`src/qtf_pkg.sv`:
```
`default_nettype none

package qtf_pkg;

	// Default sizing
	localparam int COUNT_WIDTH_DEF = 24;
	localparam int FRAC_BITS_DEF   = 16;

	// Field and register widths
	localparam int SCALE_W   = 24;
	localparam int LIMIT_W   = 16;
	localparam int ALPHA_W   = 17;
	localparam int CFG_W     = 24;
	localparam int CFG_IDX_W = 2;
	localparam int SPEED_W   = 16;
	localparam int WCOUNT_W  = 24;
	localparam int FILT_W    = 32;

	// Filter fixed point: Q16 weights, round half up
	localparam int                 FILT_SHIFT = 16;
	localparam logic [ALPHA_W-1:0] ALPHA_ONE  = 17'h10000;
	localparam logic [FILT_SHIFT-1:0] ROUND_HALF = 16'h8000;

	// Register reset values
	localparam logic [SCALE_W-1:0] RPM_SCALE_RST    = 24'd246995;
	localparam logic [LIMIT_W-1:0] RPM_LIMIT_RST    = 16'd10000;
	localparam logic [ALPHA_W-1:0] FILTER_ALPHA_RST = 17'd6554;

	// Register indexes
	localparam logic [CFG_IDX_W-1:0] REG_RPM_SCALE    = 2'd0;
	localparam logic [CFG_IDX_W-1:0] REG_RPM_LIMIT    = 2'd1;
	localparam logic [CFG_IDX_W-1:0] REG_FILTER_ALPHA = 2'd2;

	typedef enum logic [1:0] {
		CMD_SAMPLE = 2'd0,
		CMD_TICK   = 2'd1,
		CMD_ALIGN  = 2'd2,
		CMD_NONE   = 2'd3
	} qtf_cmd_t;

	typedef enum logic [2:0] {
		ST_IDLE,
		ST_RAW,
		ST_CLIP,
		ST_NEW,
		ST_OLD,
		ST_SUM,
		ST_OUT
	} qtf_state_t;

	// Quadrature transition decode: {previous phase, new phase} -> -1, 0, +1
	function automatic logic signed [1:0] quad_step(input logic [3:0] idx);
		logic signed [1:0] s;
		unique case (idx) inside
			4'd1, 4'd7, 4'd8, 4'd14:  s = -2'sd1;
			4'd2, 4'd4, 4'd11, 4'd13: s = 2'sd1;
			default:                  s = 2'sd0;
		endcase
		return s;
	endfunction

endpackage

`default_nettype wire

```
`src/quadrature_tachometer_filtered_unit.sv`:
```
`default_nettype none

// Quadrature tachometer with smoothed speed. Encoder samples (cmd 0) and
// phase-align items (cmd 2) are taken while idle and give no result; a sample
// steps a saturating signed window count by -1, 0 or +1. A sample-period tick
// (cmd 1) is worked through by a six-step sequencer: one shared multiplier is
// used three times in turn (|count| * rpm_scale, alpha * clipped speed,
// (1 - alpha) * old filter value), with a clip step after the first product
// and a sum step after the last. With the output free, the result is loaded
// into the output register as the sequencer returns to idle, and the next
// input transfer can follow once it is idle. The input is not ready while the
// sequencer is busy, and a tick waits in its last step while the output
// register still holds an untaken result. A result is produced only for a
// tick: the filtered speed's integer part, the raw window count
// (sign-extended or cut to 24 bits) and a clip flag. Configuration writes are
// single-cycle and should be made only while the block is idle.

module quadrature_tachometer_filtered_unit #(
	parameter int COUNT_WIDTH = qtf_pkg::COUNT_WIDTH_DEF,
	parameter int FRAC_BITS   = qtf_pkg::FRAC_BITS_DEF
) (
	input  wire logic                            clk,
	input  wire logic                            arst_n,
	// configuration
	input  wire logic                            cfg_wr_en,
	input  wire logic [qtf_pkg::CFG_IDX_W-1:0]   cfg_index,
	input  wire logic [qtf_pkg::CFG_W-1:0]       cfg_data,
	// input channel
	input  wire logic                            in_valid,
	output logic                                 in_ready,
	input  wire logic [1:0]                      cmd,
	input  wire logic                            phase_a,
	input  wire logic                            phase_b,
	// result channel
	output logic                                 out_valid,
	input  wire logic                            out_ready,
	output logic [qtf_pkg::SPEED_W-1:0]          speed_rpm,
	output logic signed [qtf_pkg::WCOUNT_W-1:0]  window_count,
	output logic                                 speed_clipped
);
	import qtf_pkg::*;

	// Multiplier sizing: operand A carries |count|, the clipped speed
	// (limit << FRAC_BITS) or the 32-bit filter state.
	localparam int LW      = LIMIT_W + FRAC_BITS;
	localparam int OA1     = (COUNT_WIDTH > LW) ? COUNT_WIDTH : LW;
	localparam int OA      = (OA1 > FILT_W) ? OA1 : FILT_W;
	localparam int PROD_W  = OA + SCALE_W;
	localparam int SUM_W   = PROD_W + 1;
	localparam int WX      = (COUNT_WIDTH > WCOUNT_W) ? COUNT_WIDTH : WCOUNT_W;

	localparam logic signed [COUNT_WIDTH-1:0] CNT_MAX = {1'b0, {(COUNT_WIDTH-1){1'b1}}};
	localparam logic signed [COUNT_WIDTH-1:0] CNT_MIN = {1'b1, {(COUNT_WIDTH-1){1'b0}}};

	// Configuration
	logic [SCALE_W-1:0] rpm_scale_q;
	logic [LIMIT_W-1:0] rpm_limit_q;
	logic [ALPHA_W-1:0] filter_alpha_q;

	// Architectural state
	logic [1:0]                     phase_q;
	logic signed [COUNT_WIDTH-1:0]  cnt_q;
	logic [FILT_W-1:0]              filt_q;

	// Tick working registers
	qtf_state_t                     state_q, state_d;
	logic signed [COUNT_WIDTH-1:0]  snap_q;
	logic [COUNT_WIDTH-1:0]         mag_q;
	logic [PROD_W-1:0]              prod_q;
	logic [LW-1:0]                  raw_q;
	logic                           clip_q;
	logic [SUM_W-1:0]               acc_q;

	// Result register
	logic                           out_valid_q;
	logic [SPEED_W-1:0]             speed_q;
	logic signed [WCOUNT_W-1:0]     wcount_q;
	logic                           clipped_q;

	logic                           in_fire;
	logic                           out_load;
	logic [1:0]                     phase_new;
	logic signed [1:0]              step;
	logic signed [COUNT_WIDTH-1:0]  cnt_step;
	logic [COUNT_WIDTH-1:0]         cnt_neg;
	logic [ALPHA_W-1:0]             alpha_sat;
	logic [OA-1:0]                  mul_a;
	logic [SCALE_W-1:0]             mul_b;
	logic [PROD_W-1:0]              mul_p;
	logic [PROD_W-1:0]              lim;
	logic [SUM_W-1:0]               sum;
	logic [SUM_W-1:0]               sum_shr;
	logic [FILT_W-1:0]              filt_next;
	logic [FILT_W-1:0]              filt_shr;
	logic [SPEED_W-1:0]             speed_sat;
	logic signed [WX-1:0]           snap_ext;

	assign in_fire   = in_valid && in_ready;
	assign phase_new = {phase_a, phase_b};

	// Count step with saturation at either end
	assign step     = quad_step({phase_q, phase_new});
	always_comb begin
		if ((step == 2'sd1) && (cnt_q == CNT_MAX)) begin
			cnt_step = cnt_q;
		end else if ((step == -2'sd1) && (cnt_q == CNT_MIN)) begin
			cnt_step = cnt_q;
		end else begin
			cnt_step = cnt_q + COUNT_WIDTH'(step);
		end
	end

	// Magnitude; the most negative count gives 2^(COUNT_WIDTH-1) unsigned
	assign cnt_neg   = ~cnt_q + {{(COUNT_WIDTH-1){1'b0}}, 1'b1};
	assign alpha_sat = (filter_alpha_q > ALPHA_ONE) ? ALPHA_ONE : filter_alpha_q;
	assign lim       = PROD_W'({rpm_limit_q, {FRAC_BITS{1'b0}}});

	// Shared multiplier, operands steered by the sequencer
	always_comb begin
		mul_a = '0;
		mul_b = '0;
		case (state_q)
			ST_RAW: begin
				mul_a = OA'(mag_q);
				mul_b = rpm_scale_q;
			end
			ST_NEW: begin
				mul_a = OA'(raw_q);
				mul_b = SCALE_W'(alpha_sat);
			end
			ST_OLD: begin
				mul_a = OA'(filt_q);
				mul_b = SCALE_W'(ALPHA_ONE - alpha_sat);
			end
			default: begin
				mul_a = '0;
				mul_b = '0;
			end
		endcase
	end
	assign mul_p = PROD_W'(mul_a) * PROD_W'(mul_b);

	// Filter sum, >> 16 and saturate to 32 bits
	assign sum       = acc_q + SUM_W'(prod_q);
	assign sum_shr   = sum >> FILT_SHIFT;
	assign filt_next = (|sum_shr[SUM_W-1:FILT_W]) ? '1 : sum_shr[FILT_W-1:0];

	// Integer part of the filter state, already updated once in the sum step
	assign filt_shr  = filt_q >> FRAC_BITS;
	assign speed_sat = (|filt_shr[FILT_W-1:SPEED_W]) ? '1 : filt_shr[SPEED_W-1:0];

	assign snap_ext  = WX'(snap_q);

	// Sequencer
	always_ff @(posedge clk or negedge arst_n) begin
		if (!arst_n) begin
			state_q <= ST_IDLE;
		end else begin
			state_q <= state_d;
		end
	end

	always_comb begin
		state_d  = state_q;
		in_ready = 1'b0;
		out_load = 1'b0;
		unique case (state_q)
			ST_IDLE: begin
				in_ready = 1'b1;
				if (in_valid && (qtf_cmd_t'(cmd) == CMD_TICK)) begin
					state_d = ST_RAW;
				end
			end
			ST_RAW:  state_d = ST_CLIP;
			ST_CLIP: state_d = ST_NEW;
			ST_NEW:  state_d = ST_OLD;
			ST_OLD:  state_d = ST_SUM;
			ST_SUM:  state_d = ST_OUT;
			ST_OUT: begin
				// hold until the result register is free
				if (!out_valid_q || out_ready) begin
					out_load = 1'b1;
					state_d  = ST_IDLE;
				end
			end
			default: state_d = ST_IDLE;
		endcase
	end

	// Configuration, architectural state, result valid
	always_ff @(posedge clk or negedge arst_n) begin
		if (!arst_n) begin
			rpm_scale_q    <= RPM_SCALE_RST;
			rpm_limit_q    <= RPM_LIMIT_RST;
			filter_alpha_q <= FILTER_ALPHA_RST;
			phase_q        <= '0;
			cnt_q          <= '0;
			filt_q         <= '0;
			out_valid_q    <= 1'b0;
		end else begin
			if (cfg_wr_en) begin
				if (cfg_index == REG_RPM_SCALE) begin
					rpm_scale_q <= cfg_data[SCALE_W-1:0];
				end else if (cfg_index == REG_RPM_LIMIT) begin
					rpm_limit_q <= cfg_data[LIMIT_W-1:0];
				end else if (cfg_index == REG_FILTER_ALPHA) begin
					filter_alpha_q <= cfg_data[ALPHA_W-1:0];
				end
			end

			if (in_fire) begin
				unique case (qtf_cmd_t'(cmd))
					CMD_SAMPLE: begin
						cnt_q   <= cnt_step;
						phase_q <= phase_new;
					end
					CMD_TICK:  cnt_q   <= '0;
					CMD_ALIGN: phase_q <= phase_new;
					CMD_NONE:  ;
					default:   ;
				endcase
			end

			if (state_q == ST_SUM) begin
				filt_q <= filt_next;
			end

			if (out_load) begin
				out_valid_q <= 1'b1;
			end else if (out_ready) begin
				out_valid_q <= 1'b0;
			end
		end
	end

	// Tick datapath and result payload
	always_ff @(posedge clk) begin
		if (in_fire && (qtf_cmd_t'(cmd) == CMD_TICK)) begin
			snap_q <= cnt_q;
			mag_q  <= cnt_q[COUNT_WIDTH-1] ? cnt_neg : cnt_q;
		end
		case (state_q)
			ST_RAW: prod_q <= mul_p;
			ST_CLIP: begin
				if (prod_q > lim) begin
					raw_q  <= lim[LW-1:0];
					clip_q <= 1'b1;
				end else begin
					raw_q  <= prod_q[LW-1:0];
					clip_q <= 1'b0;
				end
			end
			ST_NEW: prod_q <= mul_p;
			ST_OLD: begin
				acc_q  <= SUM_W'(prod_q) + SUM_W'(ROUND_HALF);
				prod_q <= mul_p;
			end
			default: ;
		endcase
		if (out_load) begin
			speed_q   <= speed_sat;
			wcount_q  <= snap_ext[WCOUNT_W-1:0];
			clipped_q <= clip_q;
		end
	end

	assign out_valid     = out_valid_q;
	assign speed_rpm     = speed_q;
	assign window_count  = wcount_q;
	assign speed_clipped = clipped_q;

endmodule

`default_nettype wire

```
`config.mk`:
```
export PLATFORM = sky130hd
export DESIGN_NAME = quadrature_tachometer_filtered_unit
export DESIGN_NICKNAME = d
export VERILOG_FILES = /design/src/qtf_pkg.sv /design/src/quadrature_tachometer_filtered_unit.sv
export SDC_FILE = /design/constraint.sdc
export NUM_CORES = 2
export LEC_CHECK = 0
export ABC_AREA = 1
export BUFFER_PORTS_ARGS = -buffer_cell sky130_fd_sc_hd__buf_2
export CAP_MARGIN = 30
export CORE_UTILIZATION = 66
export DETAILED_ROUTE_END_ITERATION = 8
export GPL_TIMING_DRIVEN = 0
export PLACE_DENSITY_LB_ADDON = 0.05
export SLEW_MARGIN = 20
export SYNTH_ARGS = -nofsm -noshare
export SYNTH_HDL_FRONTEND = slang
export SYNTH_SLANG_ARGS = --single-unit
```
`constraint.sdc`:
```
create_clock -name clk -period 10.07 [get_ports clk]
set_input_delay 1.007 -clock clk [delete_from_list [all_inputs] [get_ports clk]]
set_output_delay 1.007 -clock clk [all_outputs]
set_load 0.005 [all_outputs]
```
==> reports/qor.csv <==
metric,value,unit
outcome,completed,
postcts setup bufs,0,
CTS clock-pin slew for the worst setup and hold paths,60,ps
hold buffer count at CTS,0,
final clock period utilization by the worst path,96.9,%
Initial Util,66.9,%
RSZ-0062 raised after global routing,no,
clock skew,27.7,ps
Synth area leaders,"fa_1, edfxtp_1, inv_1",
Slew @ Worst Pin,1140,ps
final wirelength,151000,um
ys async rst share,33.7,%
# nets final,6842,
initial antenna violation count,3,
CTS sink count,353,
mapped cell area,46100,um^2
first-pass GRT wire length,228000,um
clk root buf,clkbuf_16,
All-Layer GR Usage,43.5,%
DP HPWL,127000,um
CP most frequent cell,fa_1,
vias,39700,
Relative slew margins,23.8,%
# DRC,0,
worst-case clock buffer depth,3,
Worst-Skew Late Latency,560,ps
"Primary FF master, synth",edfxtp_1,
max cap viols,0,
antenna violation net count after detailed routing,0,
pin count of the biggest net entering global routing,70,
die area,70900,um^2
placer congestion estimate,1.10,
crit path max fanout,10,
Core Area,68800,um^2
fill count,5624,
area grow syn2layout,7.12,%
max incr delay on CP,690,ps
H-tree levels,2,
CTS tree,built,
"commonest non-fill, non-tap cells in the layout","inv_1, nand2_1, fa_1",
synth unique cells,62,
layout cells sized above 1,5.53,%
Vias/cell,5.82,
WP data arrival,10070,ps
Post-Route Setup TNS,0,ps
num ports,78,
cts repair resizes,0,
Fmax,102,MHz
final number of hold-violating endpoints,0,
IO Port Bufs,77,
Critical Path RT,10380,ps
worst r2r src,state_q[0]$_DFFE_PN0P_,
number of flops mapped to enable cells by yosys,234,
Die Span X,266,um
crit path kind,reg2reg,
grt ovf,0,
Hold WC Path Type,in2async,
crit path launch,state_q[0]$_DFFE_PN0P_,
"commonest non-fill, non-tap cell in the layout",inv_1,
Starting DRT DRC Count,5147,
Yosys top cell area share,28.6,%
Yosys top cell by area,fa_1,
Post-Synthesis Cells,5688,
routed len/inst,22.1,um
DRT Pass-1 Iters,6,
Finish-stage setup viols,0,
CTS Buf Count,36,
Site Rows,96,
post-synthesis sequential area ratio,21.8,%
Synth Register Bits,353,
Post-Syn Area per Cell,8.10,um^2
max-slew violations,0,
Crit-path slowest cell,clkbuf_1,
CP Launch Type,flip-flop,
Chip Height,266,um
Period minus WS final,9760,ps
Syn. warnings,0,
number of global-route vias before repair,38500,
Crit. End Element,flip-flop,
==> stage by stage <==
stage	setup slack [ps]	util (%)	cell area (um^2)	hold slack (ps)	cells
after global placement	73.8	69.5	47800	401	6750
after CTS	278	71.7	49300	405	6829
final	307	71.7	49300	404	6830
after global routing	3.44	71.7	49300	426	6827
after detailed placement	348	69.9	48100	405	6763
after floorplan	2210	-	46300	400	5742
==> final cells by class <==
| class | count | area (um^2) | share of cell area [%] |
|---|---|---|---|
| plain buffers | 162 | 763 | 1.55 |
| clock inverters | 17 | 186 | 0.378 |
| flip-flops and latches | 353 | 10000 | 20.3 |
| inverters | 1369 | 5140 | 10.4 |
| clock buffers | 49 | 1040 | 2.11 |
| multi-input cells | 3855 | 30400 | 61.5 |
| repair buffers | 91 | 643 | 1.30 |
| well taps | 931 | 1160 | 2.36 |
| diodes | 3 | 7.51 | 0.0152 |
==> worst max-delay path: cells and delay by family, from the launching register on <==
kind / cells / cell delay (ps)
AO/OA/AOI/OAI: 5 / 1170
flip-flops: 1 / 500
XOR/XNOR: 1 / 170
buffers and inverters: 9 / 2020
AND/OR/NAND/NOR: 7 / 1340
adder cells (fa/ha/maj): 8 / 4290
==> cell families after synthesis <==
family	count (synthesis)	share of synthesized area, %
AOI/OAI and AO/OA	581	7.32
xor gates and xnor gates	153	2.91
adders and majority gates	939	36.2
buffers and inverters	1534	12.8
DFF	353	21.8
muxes	9	0.220
other	2	0.0163
and+or+nand+nor	2117	18.7
==> registers in the layout, summed over array words and instances, names as in the netlist, 17 cells and up <==
| name | flops |
|---|---|
| acc_q | 57 |
| prod_q | 56 |
| filt_q | 32 |
| raw_q | 32 |
| cnt_q | 24 |
| rpm_scale_q | 24 |
| snap_ext | 24 |
| window_count | 24 |
| mag_q | 23 |
| filter_alpha_q | 17 |
==> cell usage after synthesis, types with 11 or more instances <==
cell type,count
a21o_1,11
a21oi_1,227
a21oi_2,20
a22oi_1,14
a31oi_1,28
buf_2,39
clkbuf_1,108
dfrtp_1,97
dfstp_2,22
edfxtp_1,234
fa_1,659
ha_1,280
inv_1,1360
nand2_1,1223
nand2_2,31
nand3_1,118
nand4_1,75
nor2_1,563
nor3_1,52
nor4_1,24
o21a_1,21
o21ai_0,165
o21bai_1,27
o22ai_1,24
xnor2_1,45
xor2_1,108
==> per-layer routing <==
metal / up-vias / track usage [%] / routed length (um)
met5: - / 0 / 28
met4: 4 / 18.6 / 7660
met3: 479 / 14.1 / 22200
met2: 2515 / 61.4 / 62200
met1: 19200 / 61.5 / 58800
li1: 17600 / - / -
==> path summary, 6_finish.rpt <==
check,depth (start not counted),to,slack (ps)
worst max-delay path,30,prod_q[41]$_DFFE_PN_,310
worst min-delay path,1,cnt_q[7]$_DFFE_PN0P_,400
worst max register to register,30,prod_q[41]$_DFFE_PN_,310
worst min register to register,0,window_count[17]$_DFFE_PP_,410
max in group asynchronous,2,rpm_scale_q[17]$_DFFE_PN1P_,8900
min in group clk,0,window_count[17]$_DFFE_PP_,410
Power is left out: the tool's default activity adds up to more than one toggle a clock period on the data nets, which glitch-free logic cannot reach.
